--- config.mk ---
export PLATFORM = sky130hd
export DESIGN_NAME = midi_note_voice_allocator
export DESIGN_NICKNAME = d
export VERILOG_FILES = /design/src/mnva_pkg.sv /design/src/mnva_voice_table.sv /design/src/midi_note_voice_allocator.sv
export VERILOG_INCLUDE_DIRS = /design/src /design/src/src
export SDC_FILE = /design/constraint.sdc
export NUM_CORES = 1
export LEC_CHECK = 0
export ABC_AREA = 1
export BUFFER_PORTS_ARGS = -buffer_cell sky130_fd_sc_hd__buf_2
export CAP_MARGIN = 20
export CORE_MARGIN = 3
export CORE_UTILIZATION = 64
export DETAILED_ROUTE_END_ITERATION = 10
export PLACE_DENSITY = 0.94
export SLEW_MARGIN = 25
export SYNTH_ARGS = -nofsm -noshare
export SYNTH_HDL_FRONTEND = slang
export SYNTH_SLANG_ARGS = --single-unit
--- constraint.sdc ---
create_clock -name i_clk -period 8.7 [get_ports i_clk]
set_clock_uncertainty 0.1 [all_clocks]
set_input_delay 0.435 -clock i_clk [delete_from_list [all_inputs] [get_ports i_clk]]
set_output_delay 0.435 -clock i_clk [all_outputs]
set_load 0.01 [all_outputs]
--- src/midi_note_voice_allocator_assert.svh ---
// ----------------------------------------------------------------------------
// midi_note_voice_allocator_assert.svh
// Assertion macros for the MIDI note voice allocator. Define NO_ASSERTIONS
// to compile them away.
// ----------------------------------------------------------------------------
`ifndef MIDI_NOTE_VOICE_ALLOCATOR_ASSERT_SVH
`define MIDI_NOTE_VOICE_ALLOCATOR_ASSERT_SVH

`ifndef NO_ASSERTIONS

// same-cycle implication, checked outside reset
`define MNVA_ASSERT_IMPL(lbl, clk, rst_n, ante, cons, msg) \
    lbl: assert property (@(posedge clk) disable iff (!rst_n) (ante) |-> (cons)) \
        else $error(msg);

// next-cycle implication, checked outside reset
`define MNVA_ASSERT_NEXT(lbl, clk, rst_n, ante, cons, msg) \
    lbl: assert property (@(posedge clk) disable iff (!rst_n) (ante) |=> (cons)) \
        else $error(msg);

`else

`define MNVA_ASSERT_IMPL(lbl, clk, rst_n, ante, cons, msg)
`define MNVA_ASSERT_NEXT(lbl, clk, rst_n, ante, cons, msg)

`endif

`endif

--- src/mnva_pkg.sv ---
// ----------------------------------------------------------------------------
// mnva_pkg
// Shared types and constants of the MIDI note voice allocator.
// ----------------------------------------------------------------------------
package mnva_pkg;

    // MIDI status codes (upper nibble)
    localparam logic [3:0] CMD_NOTE_ON  = 4'h9;
    localparam logic [3:0] CMD_NOTE_OFF = 4'h8;

    // parse modes
    localparam logic [1:0] MODE_IDLE = 2'd0;
    localparam logic [1:0] MODE_ON   = 2'd1;
    localparam logic [1:0] MODE_OFF  = 2'd2;

    // reset value of the listen channel
    localparam logic [3:0] LISTEN_CHANNEL_RST = 4'd2;

    // voice index width wide enough for the largest supported voice count
    localparam int VOICE_IDX_MAX_W = 4;

    // access to the voice table: one read/write index per cycle
    typedef struct packed {
        logic [VOICE_IDX_MAX_W-1:0] idx;
        logic                       note_we;
        logic [6:0]                 note_wdata;
        logic                       trig_we;
        logic                       trig_wdata;
    } t_tbl_cmd;

endpackage

--- src/mnva_voice_table.sv ---
// ----------------------------------------------------------------------------
// mnva_voice_table
// Per-voice note and trigger storage with one shared read/write index.
// ----------------------------------------------------------------------------
module mnva_voice_table #(
    parameter int VOICE_COUNT = 6
) (
    input  logic                    i_clk,
    input  logic                    i_rst_n,
    input  mnva_pkg::t_tbl_cmd      i_cmd,
    output logic [6:0]              o_rd_note,
    output logic [VOICE_COUNT-1:0]  o_trig
);

    localparam int IDX_W = (VOICE_COUNT > 1) ? $clog2(VOICE_COUNT) : 1;

    logic [6:0]             r_notes [VOICE_COUNT];
    logic [VOICE_COUNT-1:0] r_trig;
    logic [IDX_W-1:0]       w_idx;

    assign w_idx     = i_cmd.idx[IDX_W-1:0];
    assign o_rd_note = r_notes[w_idx];
    assign o_trig    = r_trig;

    // note store, all voices free after reset
    always_ff @(posedge i_clk) begin
        if (!i_rst_n) begin
            for (int i = 0; i < VOICE_COUNT; i++) begin
                r_notes[i] <= 7'd0;
            end
        end else if (i_cmd.note_we) begin
            r_notes[w_idx] <= i_cmd.note_wdata;
        end
    end

    // trigger bits
    always_ff @(posedge i_clk) begin
        if (!i_rst_n) begin
            r_trig <= '0;
        end else if (i_cmd.trig_we) begin
            r_trig[w_idx] <= i_cmd.trig_wdata;
        end
    end

endmodule

--- src/midi_note_voice_allocator.sv ---
// ----------------------------------------------------------------------------
// midi_note_voice_allocator
// MIDI note-on/note-off parser that assigns voices by scanning the voice
// table one slot per cycle and reports each completed note message.
// ----------------------------------------------------------------------------
//
//  channel | valid       | ready       | payload
//  --------+-------------+-------------+------------------------------------
//  cfg     | i_cfg_valid | o_cfg_ready | i_cfg_data (listen channel)
//  in      | i_in_valid  | o_in_ready  | i_midi_byte
//  out     | o_out_valid | i_out_ready | o_event_kind .. o_trigger_mask
//
//  Status bytes and ignored data bytes are handled in ST_IDLE alone.
//  A note byte is accepted in ST_IDLE, then ST_SCAN compares up to VOICE_COUNT
//  voice slots (one table compare per cycle); it stops at the first match.
//  A velocity byte passes through ST_EMIT, which waits while the output word is stalled.
//  Synchronous active-low reset; the voice table is cleared at once.
//  Config writes are taken in every cycle.
// ----------------------------------------------------------------------------
`include "midi_note_voice_allocator_assert.svh"

module midi_note_voice_allocator #(
    parameter int VOICE_COUNT = 6
) (
    input  logic        i_clk,
    input  logic        i_rst_n,
    // configuration
    input  logic        i_cfg_valid,
    output logic        o_cfg_ready,
    input  logic [3:0]  i_cfg_data,
    // input bytes
    input  logic        i_in_valid,
    output logic        o_in_ready,
    input  logic [7:0]  i_midi_byte,
    // results
    output logic        o_out_valid,
    input  logic        i_out_ready,
    output logic        o_event_kind,
    output logic [2:0]  o_voice_index,
    output logic [6:0]  o_voice_note,
    output logic [6:0]  o_voice_velocity,
    output logic [14:0] o_voice_amplitude,
    output logic [5:0]  o_trigger_mask
);

    localparam int IDX_W = (VOICE_COUNT > 1) ? $clog2(VOICE_COUNT) : 1;
    localparam logic [IDX_W-1:0] LAST_VOICE = IDX_W'(VOICE_COUNT - 1);

    // sequencer states
    localparam logic [1:0] ST_IDLE = 2'd0;
    localparam logic [1:0] ST_SCAN = 2'd1;
    localparam logic [1:0] ST_EMIT = 2'd2;

    logic [1:0]             r_state, n_state;
    logic [1:0]             r_mode, n_mode;
    logic                   r_expect_vel, n_expect_vel;
    logic [IDX_W-1:0]       r_sel, n_sel;
    logic [IDX_W-1:0]       r_scan, n_scan;
    logic [7:0]             r_byte;
    logic [3:0]             r_listen;

    logic                   r_out_valid;
    logic                   r_out_kind;
    logic [2:0]             r_out_index;
    logic [6:0]             r_out_note;
    logic [6:0]             r_out_vel;
    logic [14:0]            r_out_amp;
    logic [5:0]             r_out_mask;

    mnva_pkg::t_tbl_cmd     w_cmd;
    logic [6:0]             w_rd_note;
    logic [VOICE_COUNT-1:0] w_trig;
    logic [VOICE_COUNT-1:0] w_trig_next;
    logic [5:0]             w_mask_next;

    logic                   w_in_acc;
    logic                   w_out_free;
    logic                   w_emit;
    logic                   w_match;
    logic                   w_ours;
    logic                   w_note_cmd;
    logic [3:0]             w_cmd_nib;
    logic                   w_vel_nz;

    assign o_cfg_ready = 1'b1;
    assign o_in_ready  = (r_state == ST_IDLE);
    assign w_in_acc    = i_in_valid && o_in_ready;
    assign w_out_free  = !r_out_valid || i_out_ready;
    assign w_emit      = (r_state == ST_EMIT) && w_out_free;
    assign w_vel_nz    = (r_byte[6:0] != 7'd0);

    // status decode
    assign w_cmd_nib  = i_midi_byte[7:4];
    assign w_ours     = (i_midi_byte[3:0] == r_listen);
    assign w_note_cmd = (w_cmd_nib == mnva_pkg::CMD_NOTE_ON) ||
                        (w_cmd_nib == mnva_pkg::CMD_NOTE_OFF);

    // scan compare: the one shared comparator against the addressed voice
    assign w_match = (w_rd_note == r_byte[6:0]) ||
                     ((r_mode == mnva_pkg::MODE_ON) && (w_rd_note == 7'd0));

    // listen channel register
    always_ff @(posedge i_clk) begin
        if (!i_rst_n) begin
            r_listen <= mnva_pkg::LISTEN_CHANNEL_RST;
        end else if (i_cfg_valid && o_cfg_ready) begin
            r_listen <= i_cfg_data;
        end
    end

    // sequencer next state
    always_comb begin
        n_state      = r_state;
        n_mode       = r_mode;
        n_expect_vel = r_expect_vel;
        n_sel        = r_sel;
        n_scan       = r_scan;
        case (r_state)
            ST_IDLE: begin
                if (w_in_acc) begin
                    if (i_midi_byte[7]) begin
                        if (w_ours) begin
                            if (r_mode != mnva_pkg::MODE_ON &&
                                w_cmd_nib == mnva_pkg::CMD_NOTE_ON) begin
                                n_mode       = mnva_pkg::MODE_ON;
                                n_expect_vel = 1'b0;
                            end else if (r_mode != mnva_pkg::MODE_OFF &&
                                         w_cmd_nib == mnva_pkg::CMD_NOTE_OFF) begin
                                n_mode       = mnva_pkg::MODE_OFF;
                                n_expect_vel = 1'b0;
                            end
                        end else if (r_mode != mnva_pkg::MODE_IDLE && w_note_cmd) begin
                            n_mode       = mnva_pkg::MODE_IDLE;
                            n_expect_vel = 1'b0;
                        end
                    end else if (r_mode != mnva_pkg::MODE_IDLE) begin
                        if (r_expect_vel) begin
                            n_expect_vel = 1'b0;
                            n_state      = ST_EMIT;
                        end else begin
                            n_scan  = '0;
                            n_state = ST_SCAN;
                        end
                    end
                end
            end
            ST_SCAN: begin
                if (w_match || r_scan == LAST_VOICE) begin
                    if (w_match) begin
                        n_sel = r_scan;
                    end
                    n_expect_vel = 1'b1;
                    n_state      = ST_IDLE;
                end else begin
                    n_scan = r_scan + 1'b1;
                end
            end
            ST_EMIT: begin
                if (w_out_free) begin
                    n_state = ST_IDLE;
                end
            end
            default: begin
                n_state = ST_IDLE;
            end
        endcase
    end

    // control registers
    always_ff @(posedge i_clk) begin
        if (!i_rst_n) begin
            r_state      <= ST_IDLE;
            r_mode       <= mnva_pkg::MODE_IDLE;
            r_expect_vel <= 1'b0;
            r_sel        <= '0;
            r_scan       <= '0;
        end else begin
            r_state      <= n_state;
            r_mode       <= n_mode;
            r_expect_vel <= n_expect_vel;
            r_sel        <= n_sel;
            r_scan       <= n_scan;
        end
    end

    // accepted data byte
    always_ff @(posedge i_clk) begin
        if (w_in_acc) begin
            r_byte <= i_midi_byte;
        end
    end

    // voice table access: scan index while scanning, else selected voice
    always_comb begin
        w_cmd            = '0;
        w_cmd.idx        = (r_state == ST_SCAN) ? 4'(r_scan) : 4'(r_sel);
        w_cmd.note_wdata = (r_mode == mnva_pkg::MODE_ON) ? r_byte[6:0] : 7'd0;
        if (r_state == ST_SCAN && w_match) begin
            w_cmd.note_we = 1'b1;
        end
        if (w_emit) begin
            w_cmd.trig_we    = 1'b1;
            w_cmd.trig_wdata = (r_mode == mnva_pkg::MODE_ON) && w_vel_nz;
            // note-on with zero velocity frees the voice
            if (r_mode == mnva_pkg::MODE_ON && !w_vel_nz) begin
                w_cmd.note_we    = 1'b1;
                w_cmd.note_wdata = 7'd0;
            end
        end
    end

    mnva_voice_table #(
        .VOICE_COUNT (VOICE_COUNT)
    ) u_voice_table (
        .i_clk     (i_clk),
        .i_rst_n   (i_rst_n),
        .i_cmd     (w_cmd),
        .o_rd_note (w_rd_note),
        .o_trig    (w_trig)
    );

    // trigger bits after this message's update
    always_comb begin
        w_trig_next        = w_trig;
        w_trig_next[r_sel] = w_cmd.trig_wdata;
    end

    // only the low six voices show in the mask
    for (genvar g = 0; g < 6; g++) begin : g_mask
        if (g < VOICE_COUNT) begin : g_on
            assign w_mask_next[g] = w_trig_next[g];
        end else begin : g_off
            assign w_mask_next[g] = 1'b0;
        end
    end

    // output word valid
    always_ff @(posedge i_clk) begin
        if (!i_rst_n) begin
            r_out_valid <= 1'b0;
        end else if (w_emit) begin
            r_out_valid <= 1'b1;
        end else if (i_out_ready) begin
            r_out_valid <= 1'b0;
        end
    end

    // output word payload; amplitude is velocity * 258 = v*256 + v*2
    always_ff @(posedge i_clk) begin
        if (w_emit) begin
            r_out_mask <= w_mask_next;
            if (r_mode == mnva_pkg::MODE_ON) begin
                r_out_kind  <= 1'b0;
                r_out_index <= 3'(r_sel);
                r_out_note  <= w_vel_nz ? w_rd_note : 7'd0;
                r_out_vel   <= r_byte[6:0];
                r_out_amp   <= {r_byte[6:0], 8'd0} + {7'd0, r_byte[6:0], 1'b0};
            end else begin
                r_out_kind  <= 1'b1;
                r_out_index <= 3'd0;
                r_out_note  <= 7'd0;
                r_out_vel   <= 7'd0;
                r_out_amp   <= 15'd0;
            end
        end
    end

    assign o_out_valid       = r_out_valid;
    assign o_event_kind      = r_out_kind;
    assign o_voice_index     = r_out_index;
    assign o_voice_note      = r_out_note;
    assign o_voice_velocity  = r_out_vel;
    assign o_voice_amplitude = r_out_amp;
    assign o_trigger_mask    = r_out_mask;

    // checks
    `MNVA_ASSERT_IMPL(a_scan_in_range, i_clk, i_rst_n, (r_state == ST_SCAN),
        (r_scan <= LAST_VOICE), "voice scan index past last voice")
    `MNVA_ASSERT_NEXT(a_status_one_cycle, i_clk, i_rst_n, (w_in_acc && i_midi_byte[7]),
        (r_state == ST_IDLE), "status byte did not finish in one cycle")
    `MNVA_ASSERT_IMPL(a_rise_from_emit, i_clk, i_rst_n, $rose(r_out_valid),
        ($past(r_state) == ST_EMIT), "result appeared without a velocity byte")
    `MNVA_ASSERT_IMPL(a_off_fields_zero, i_clk, i_rst_n, (r_out_valid && r_out_kind),
        ((r_out_note == 7'd0) && (r_out_amp == 15'd0)), "note-off result carries voice data")
    `MNVA_ASSERT_IMPL(a_zero_vel_frees, i_clk, i_rst_n,
        (r_out_valid && !r_out_kind && (r_out_vel == 7'd0)),
        (r_out_note == 7'd0), "zero-velocity note-on left the voice held")

endmodule
======== Yosys cells after proc, flatten, opt, wreduce, memory -nomap -nowiden ========
Memory sizes are Yosys's and may differ from the RTL's.
Index checks and enable logic that the tools add are counted.
word-level totals
  flip-flop bits (word level) ............. 68
  memory bits (writable) .................. 42
  output and inout port bits .............. 42
  word-level logic and storage cells ...... 121
  memories kept ........................... 1
memory list
  memory                 words  bits a word  rd ports  clocked after memory_dff  write ports  RTL line                text
  u_voice_table.r_notes  6      7            1         0                         6            mnva_voice_table.sv:17  logic [6:0] r_notes [VOICE_COUNT];
operators by class
  $add $sub $neg .......................... 2
  magnitude comparators ................... 4
  eq/ne operators ......................... 21
  muxes and demuxes ....................... 47
  reduce and logical (&&, ||, !) cells .... 31
operator list
  operator            number
  $mux 3              7
  $mux 2              10
  $mux 1              19
  $add 15x8->15       1
  $mux 7              2
  $bwmux 6            2
  $ne 2x2->1 const B  6
  $reduce_and 6->1    2
  $logic_and 1x1->1   11
  $mux 10             1
  $reduce_and 5->1    2
  $eq 4x4->1 const B  2
  $lt 3x4->1 const B  2
  $mux 8              1
  $reduce_bool 2->1   4
  $eq 7x7->1          1
  $logic_not 7->1     1
  $reduce_bool 7->1   1
  $reduce_or 7->1     1
  $demux 1 s3         2
  $ge 3x1->1 const B  2
  $ne 2x1->1 const B  3
  $ne 3x1->1 const B  2
  $pmux 2 s3          1
  14 further kinds    19

======== Longest topological paths before layout ========
Gate-level depths: netlist of the first run.
An unclocked memory read counts as a cell.
  depth in word-level cells ............... 15
  mapped depth ............................ 20
  gate-level depth less buffers ........... 19

======== Hierarchy ========
Synthesis of the first run repeated with hierarchy kept, for this count alone.
unflattened totals
  cell total of the unflattened synthesis .. 625
  area, all modules ....................... 5555.3 um^2
by module, submodules not included
  module                     times used  cells an instance  area an instance (um^2)  seq. area each (um^2)
  mnva_voice_table           1           340                3004.1                   1801.7
  midi_note_voice_allocator  1           285                2551.2                   1461.4

======== Least setup slack after synthesis of the first run ========
No wires, ideal clock.
  path kind ............................... register to register
  from .................................... register r_state[1]
  to ...................................... memory u_voice_table.r_notes[7][0] (enable)
  setup time .............................. 0.380 ns
  arrival ................................. 3.443 ns
  setup slack ............................. 4.777 ns
  stages on the path, launching flop included .. 12
  buffers on the path ..................... 1
  clock period less this slack ............ 3.923 ns
  cells stage by stage .................... dfxtp_1 inv_4 nor2_1 inv_1 nor2_1 inv_1 nor2_1 nand2_1 nand2_4 buf_12 nand2_2 nor3_1
RTL lines
  what                      RTL line                          text
  start: declaration        midi_note_voice_allocator.sv:54   logic [1:0] r_state, n_state;
  start signal: assignment  midi_note_voice_allocator.sv:178  r_state <= n_state;
  end: declaration          mnva_voice_table.sv:17

==> results.ini, run 1 <==
[global_route]
gr-usage-all-layers=0.2917
globalRoute.busiestLayer=met2
largest_net_degree_at_the_start_of_global_routing=33
grt_antenna_before_repair=0
grt_pass1_vias=4509
grt.met1_usage=0.3739
grtUsageMet2=0.4603
global_route.overflow_total=0
m3_gr_usage=0.08953
grt_pass1_wl_mm=22.50

[detailed_routing]
wl_per_cell_um=17.16
routed_via_density=5.759
drcViolationCount=0
firstDrtPassIters=7
wirelength_routed_mm=14.17
drt.antenna.violating_nets=0
routed-via-count=4757
drt_first_iter_violations=566

[worst_setup_path]
critPathRequiredTime_ps=8740
timing.critical_path.cells=nand2_4 -> nand2_1 -> nand2_1 -> nor2_2 -> nand3_1 -> nand2_1 -> inv_2 -> nand2_2 -> nand2_1 -> nand2_1 -> nand3_1 -> o21bai_2 -> nand2_2 -> nand2_4 -> nand2_2 -> nor3_1
worstPathMaxFanout=13
critPathMaxStageDelay_ps=720
startpoint_type=flip-flop
path_class=reg -> reg
cp.arrival_ps=4100
crit_slowest_cell=nor3_1
critical-path-top-cell-by-count=nand2_1
cp-end-kind=flip-flop

[hold_path]
min-delay-path-class=in -> reg

[logic_synthesis]
seq_total_area_yosys=0.5618
yosys.cell_types.count=37
postSynthNetCount=672
synthArstFlopShare=0
synthesis.area_sq_um=5808
synth-edff-count=94
synth_top_cell_by_area=edfxtp_1
area_share_of_the_largest_cell_type_after_synthesis=0.4860
synth-warning-count=0
syn_area_per_cell_sq_um=8.894
synthTopCellsByArea=edfxtp_1, nand2_1, dfxtp_1
dominantRegCellSynth=edfxtp_1
yosys_register_bits=116
syn-instance-count=653

[floorplanning]
dieHeight_um=101.3
floorplan.rows=34
design.die.area_sq_um=10250
initial_core_util=0.6628
io-pin-count=59
floorplan.die.width_um=101.3
core_area_sq_um=8763

[pwr]
share_comb_of_total_power=0.038
peakVddDrop_mv=0.1768
seq_power_share=0.461
p_leak_nw=2.879
power_frac_clock=0.501
internal-power_mw=1.048
p_switching_mw=0.2798
pwr_density_cell_nw_per_um2=200.5
power.switching_fraction=0.2108

[finish]
final_layout_size_suffix_gt1_frac=0.1699
mostFrequentLayoutCells=nand2_1, inv_1, nor2_1
syn2layout_area_growth_pct=13.96
antennaDiodeCount=0
finalNetCount=724
mostFrequentLayoutCell=nand2_1

[run_status]
outcome=finished clean

[sta]
grt_setup_unrepaired=false
relSlewSlack=0.3940
timing.final.ws_setup_ps=4643
final.period_utilization=0.4663
final.setup.tns_ps=0
worst-slew-pin-transition_ps=902.1
maxClockFrequency_mhz=246.5
final.min_clock_period_ps=4057
finalMaxSlewViolations=0
setup_viol_count_final=0
timing.final.hold_violations=0

[clock_network]
clk_path_buf_depth=2
post-cts-setup-buffers=0
cts_tree=yes
tritoncts_num_sinks=116
cts_made_buffers=17
cts_hold_buf=0
clk_transition_reported_paths_ps=60
cts-resized-gates=0
insertion_delay_ps=520
ctsRootBufferMaster=clkbuf_8
ctsHtreeMaxLevel=4

[placement]
portBuffers=56
place_worst_setup_slack_ps=4773
place_congestion=1.061
detail_placement_hpwl_mm=9.811

[job]
drv.max_cap_violation_count=0

[cell usage after synthesis, types with 2 or more instances]
master and count:
ha_1 2, xor2_1 3, inv_2 6, buf_4 13, inv_1 111, nand2_4 3
clkbuf_1 3, nor2_1 99, nand4_4 6, nand2_1 145, nor3_1 13, nand3b_1 3
buf_6 4, nand4_2 3, conb_1 2, o21ai_0 18, edfxtp_1 94, nand2_2 9
nand3_4 2, dfxtp_1 22, buf_2 3, a21oi_1 22, nand3_1 52, nand4_1 2
[per-stage QoR]
step	cell area, sq um	power, mW	hold WS (ps)	cells	utilization
floorplan	5808	0.6558	335.0	653	-
global placement	6045	0.6695	353.0	794	0.6897
detailed placement	6045	0.6717	369.2	794	0.6897
CTS	6614	1.325	0.3954	826	0.7547
global route	6619	1.360	1.101	826	0.7553
finish	6619	1.327	10.59	826	0.7553
[cell families after synthesis]
group | count (synthesis) | synth area share
adder cells (fa/ha/maj) | 2 | 0.004308
AND/OR/NAND/NOR | 342 | 0.2766
AO/OA/AOI/OAI | 44 | 0.04007
XOR/XNOR | 4 | 0.006033
buffers and inverters | 143 | 0.1099
flip-flops | 116 | 0.5618
other | 2 | 0.001293
[critical path: cells and delay by family (launching register included)]
kind	cells	cell delay, ps
AOI/OAI and AO/OA	1	160
and+or+nand+nor	14	2790
buffers and inverters	1	60
DFF	1	550
[metal layers]
layer,vias to the layer above,wire length (um)
li1,2191,-
met2,325,6758
met3,64,1509
met1,2177,5275
met4,0,629
met5,-,0
[area by class of cell]
type	count	area (sq um)
Timing Repair Buffer	57	287.8
Clock inverter	10	106.4
Multi-Input combinational cell	394	1914
Fill cell	564	2145
Clock buffer	22	462.9
Sequential cell	116	3263
Tap cell	108	135.1
Inverter	119	449.2
[power by group through the flow]
stage	clock, mW	sequential, mW	combinational, mW
2_1_floorplan	0	0.621	0.0352
3_3_place_gp	0	0.622	0.0471
3_5_place_dp	0	0.623	0.0487
4_1_cts	0.664	0.612	0.0493
5_1_grt	0.690	0.613	0.0565
6_report	0.665	0.612	0.0504
[registers in the layout, indices dropped and copies added (netlist names)]
register,flops
u_voice_table.r_notes,56
o_voice_velocity,7
r_listen,4
r_sel,3
r_expect_vel,1
o_voice_index,3
o_voice_amplitude,7
u_voice_table.o_trig,6
o_voice_note,7
r_scan,3
o_trigger_mask,6
r_state,2
r_byte,7
r_mode,2
o_event_kind,1
o_out_valid,1
[path summary, 6_finish.rpt]
check	startpoint	endpoint	slack (ps)	depth (start not counted)
hold reg to reg	u_voice_table.o_trig[4]	u_voice_table.o_trig[4]	380	2
setup reg to reg	r_state[0]	u_voice_table.r_notes[7][2]	4640	16
hold / removal	i_midi_byte[5]	r_byte[5]	10	1
setup / recovery	r_state[0]	u_voice_table.r_notes[7][2]	4640	16
Note: power is estimated with default switching activity, not from simulation.
==> run 2: changes to the inputs <==
--- a/config.mk
+++ b/config.mk
@@ -10,9 +10,9 @@
 export BUFFER_PORTS_ARGS = -buffer_cell sky130_fd_sc_hd__buf_2
 export CAP_MARGIN = 20
 export CORE_MARGIN = 3
-export CORE_UTILIZATION = 64
+export CORE_UTILIZATION = 59
 export DETAILED_ROUTE_END_ITERATION = 10
-export PLACE_DENSITY = 0.94
+export PLACE_DENSITY = 0.88
 export SLEW_MARGIN = 25
 export SYNTH_ARGS = -nofsm -noshare
 export SYNTH_HDL_FRONTEND = slang
==> constraint.sdc (replaced) <==
create_clock -name i_clk -period 4.15 [get_ports i_clk]
set_clock_uncertainty 0.1 [all_clocks]
set_input_delay 0.2075 -clock i_clk [delete_from_list [all_inputs] [get_ports i_clk]]
set_output_delay 0.2075 -clock i_clk [all_outputs]
set_load 0.01 [all_outputs]
==> run 2 against run 1 <==
Compared with the run above: total power increased by 120%; clock-buffer cell count decreased by 3; sequential share of layout area decreased by 2.2 points; die area increased by 8.0%; sequential cell count unchanged; wire length increased by 3.5%; largest cell class unchanged.
==> results.ini, run 2 (synthesis results as in run 1) <==
[clock_network]
insertion_delay_ps=520
ctsHtreeMaxLevel=4
cts_hold_buf=21
cts_tree=yes
post-cts-setup-buffers=0
cts_made_buffers=17
clk_path_buf_depth=2
cts-resized-gates=0
ctsRootBufferMaster=clkbuf_8
clk_transition_reported_paths_ps=60
tritoncts_num_sinks=116

[floorplanning]
dieHeight_um=105.2
floorplan.rows=35
core_area_sq_um=9415
floorplan.die.width_um=105.2
initial_core_util=0.6169
io-pin-count=59
design.die.area_sq_um=11070

[worst_setup_path]
timing.critical_path.cells=nand2_4 -> nand2_1 -> nand2_1 -> nor2_2 -> nand3_1 -> nand2_1 -> inv_2 -> nand2_2 -> nand2_1 -> nand2_1 -> nand3_1 -> o21bai_2 -> nand2_2 -> nand2_4 -> nand4_2 -> nand2_1
critPathRequiredTime_ps=4240
crit-reg2reg-launch=r_state[0]
path_class=reg -> reg
reg2reg_depth=16
cp.arrival_ps=3860
timing.rr.end=u_voice_table.r_notes[2][6]
critPathMaxStageDelay_ps=530
cp_num_buf_inv=1
worstPathMaxFanout=13
startpoint_type=flip-flop
crit_path_leading_delay_family=simple AND/OR/NAND/NOR gates
crit_slowest_cell=dfxtp_1
r2r_setup_slack_ps=380
critical-path-top-cell-by-count=nand2_1
cp-end-kind=flip-flop

[sta]
final.min_clock_period_ps=3769
final.setup.tns_ps=0
timing.final.hold_violations=0
grt_setup_unrepaired=false
final.period_utilization=0.9082
setup_viol_count_final=0
relSlewSlack=0.4384
worst-slew-pin-transition_ps=842.3
finalMaxSlewViolations=0
maxClockFrequency_mhz=265.3

[global_route]
grt_antenna_before_repair=0
global_route.overflow_total=0
largest_net_degree_at_the_start_of_global_routing=33
gr-usage-all-layers=0.2771
grt_pass1_vias=4703
grt_pass1_wl_mm=23.78

[pwr]
p_leak_nw=3.004
peakVddDrop_mv=0.2606
pwr_density_cell_nw_per_um2=423.2

[placement]
place_congestion=1.006
detail_placement_hpwl_mm=9.554
portBuffers=56
place_area_sq_um=6101

[detailed_routing]
drt_first_iter_violations=468
firstDrtPassIters=6
wirelength_routed_mm=14.67
routed_via_density=5.479
wl_per_cell_um=16.82
routed-via-count=4778
drt.antenna.violating_nets=0
drcViolationCount=0

[finish]
largest_reg_flops=56
antennaDiodeCount=0
design_area_sq_um=6924
mostFrequentLayoutCell=nand2_1
largest_register_by_flop_count=u_voice_table.r_notes
final.fill_count=607
mostFrequentLayoutCells=nand2_1, inv_1, nor2_1
syn2layout_area_growth_pct=19.22
finalNetCount=749
final_layout_size_suffix_gt1_frac=0.1723

[hold_path]
hp-start=i_midi_byte[7]
end_point_of_the_most_critical_hold_path=r_mode[1]
min-delay-path-class=in -> reg
hold_depth=7

[job]
drv.max_cap_violation_count=0

[run_status]
outcome=finished clean

## run 2: worst min-delay path: stages
cell     delay [ps]
buf_2           110
inv_1            70
nor2_1           70
inv_1            60
nor3_1           60
nand2_1          50
a21oi_1          60
## run 2: routing by layer
layer  track usage  vias up  wire [um]
met5             0        -          0
met4        0.1256        0        439
met3       0.06185       44       1326
li1              -     2235          -
met1        0.3443     2207       5683
met2        0.4627      292       7220
## run 2: cell type report
class,instances,area (sq um),area share
clock buffer,19,431.7,0.06234
clock inverter,13,181.4,0.02620
inverter,119,449.2,0.06487
multi-input combinational,394,1909,0.2757
sequential,116,3263,0.4713
tap,129,161.4,0.02331
timing repair buffer,82,528.0,0.07626
## run 2: report_power, final
group	internal, mW	total [mW]	switching (mW)
Clock	0.988	1.52	0.535
Combinational	0.0445	0.123	0.0786
Sequential	1.27	1.28	0.0130
## run 2: worst max-delay path by stage
| stage | start | endpoint | cells after the start |
|---|---|---|---|
| finish | r_state[0] | u_voice_table.r_notes[2][6] | 16 |
| global route | r_state[0] | u_voice_table.r_notes[4][6] | 16 |
| CTS | r_state[0] | u_voice_table.r_notes[2][5] | 16 |
| detailed placement | r_state[0] | u_voice_table.r_notes[4][5] | 16 |
| global placement | r_state[0] | u_voice_table.r_notes[4][0] | 16 |
| floorplan | r_state[1] | u_voice_table.r_notes[7][0] | 11 |
## run 2: stage by stage
stage	hold WS, ps	cells	util	setup WS (ps)	power (mW)
after floorplan	206.4	653	-	227.1	1.375
after global placement	303.9	819	0.6480	625.7	1.404
after detailed placement	309.2	819	0.6480	504.2	1.408
after CTS	101.6	872	0.7354	438.5	2.923
after global routing	201.9	872	0.7354	107.4	3.003
final	110.1	872	0.7354	381.0	2.931
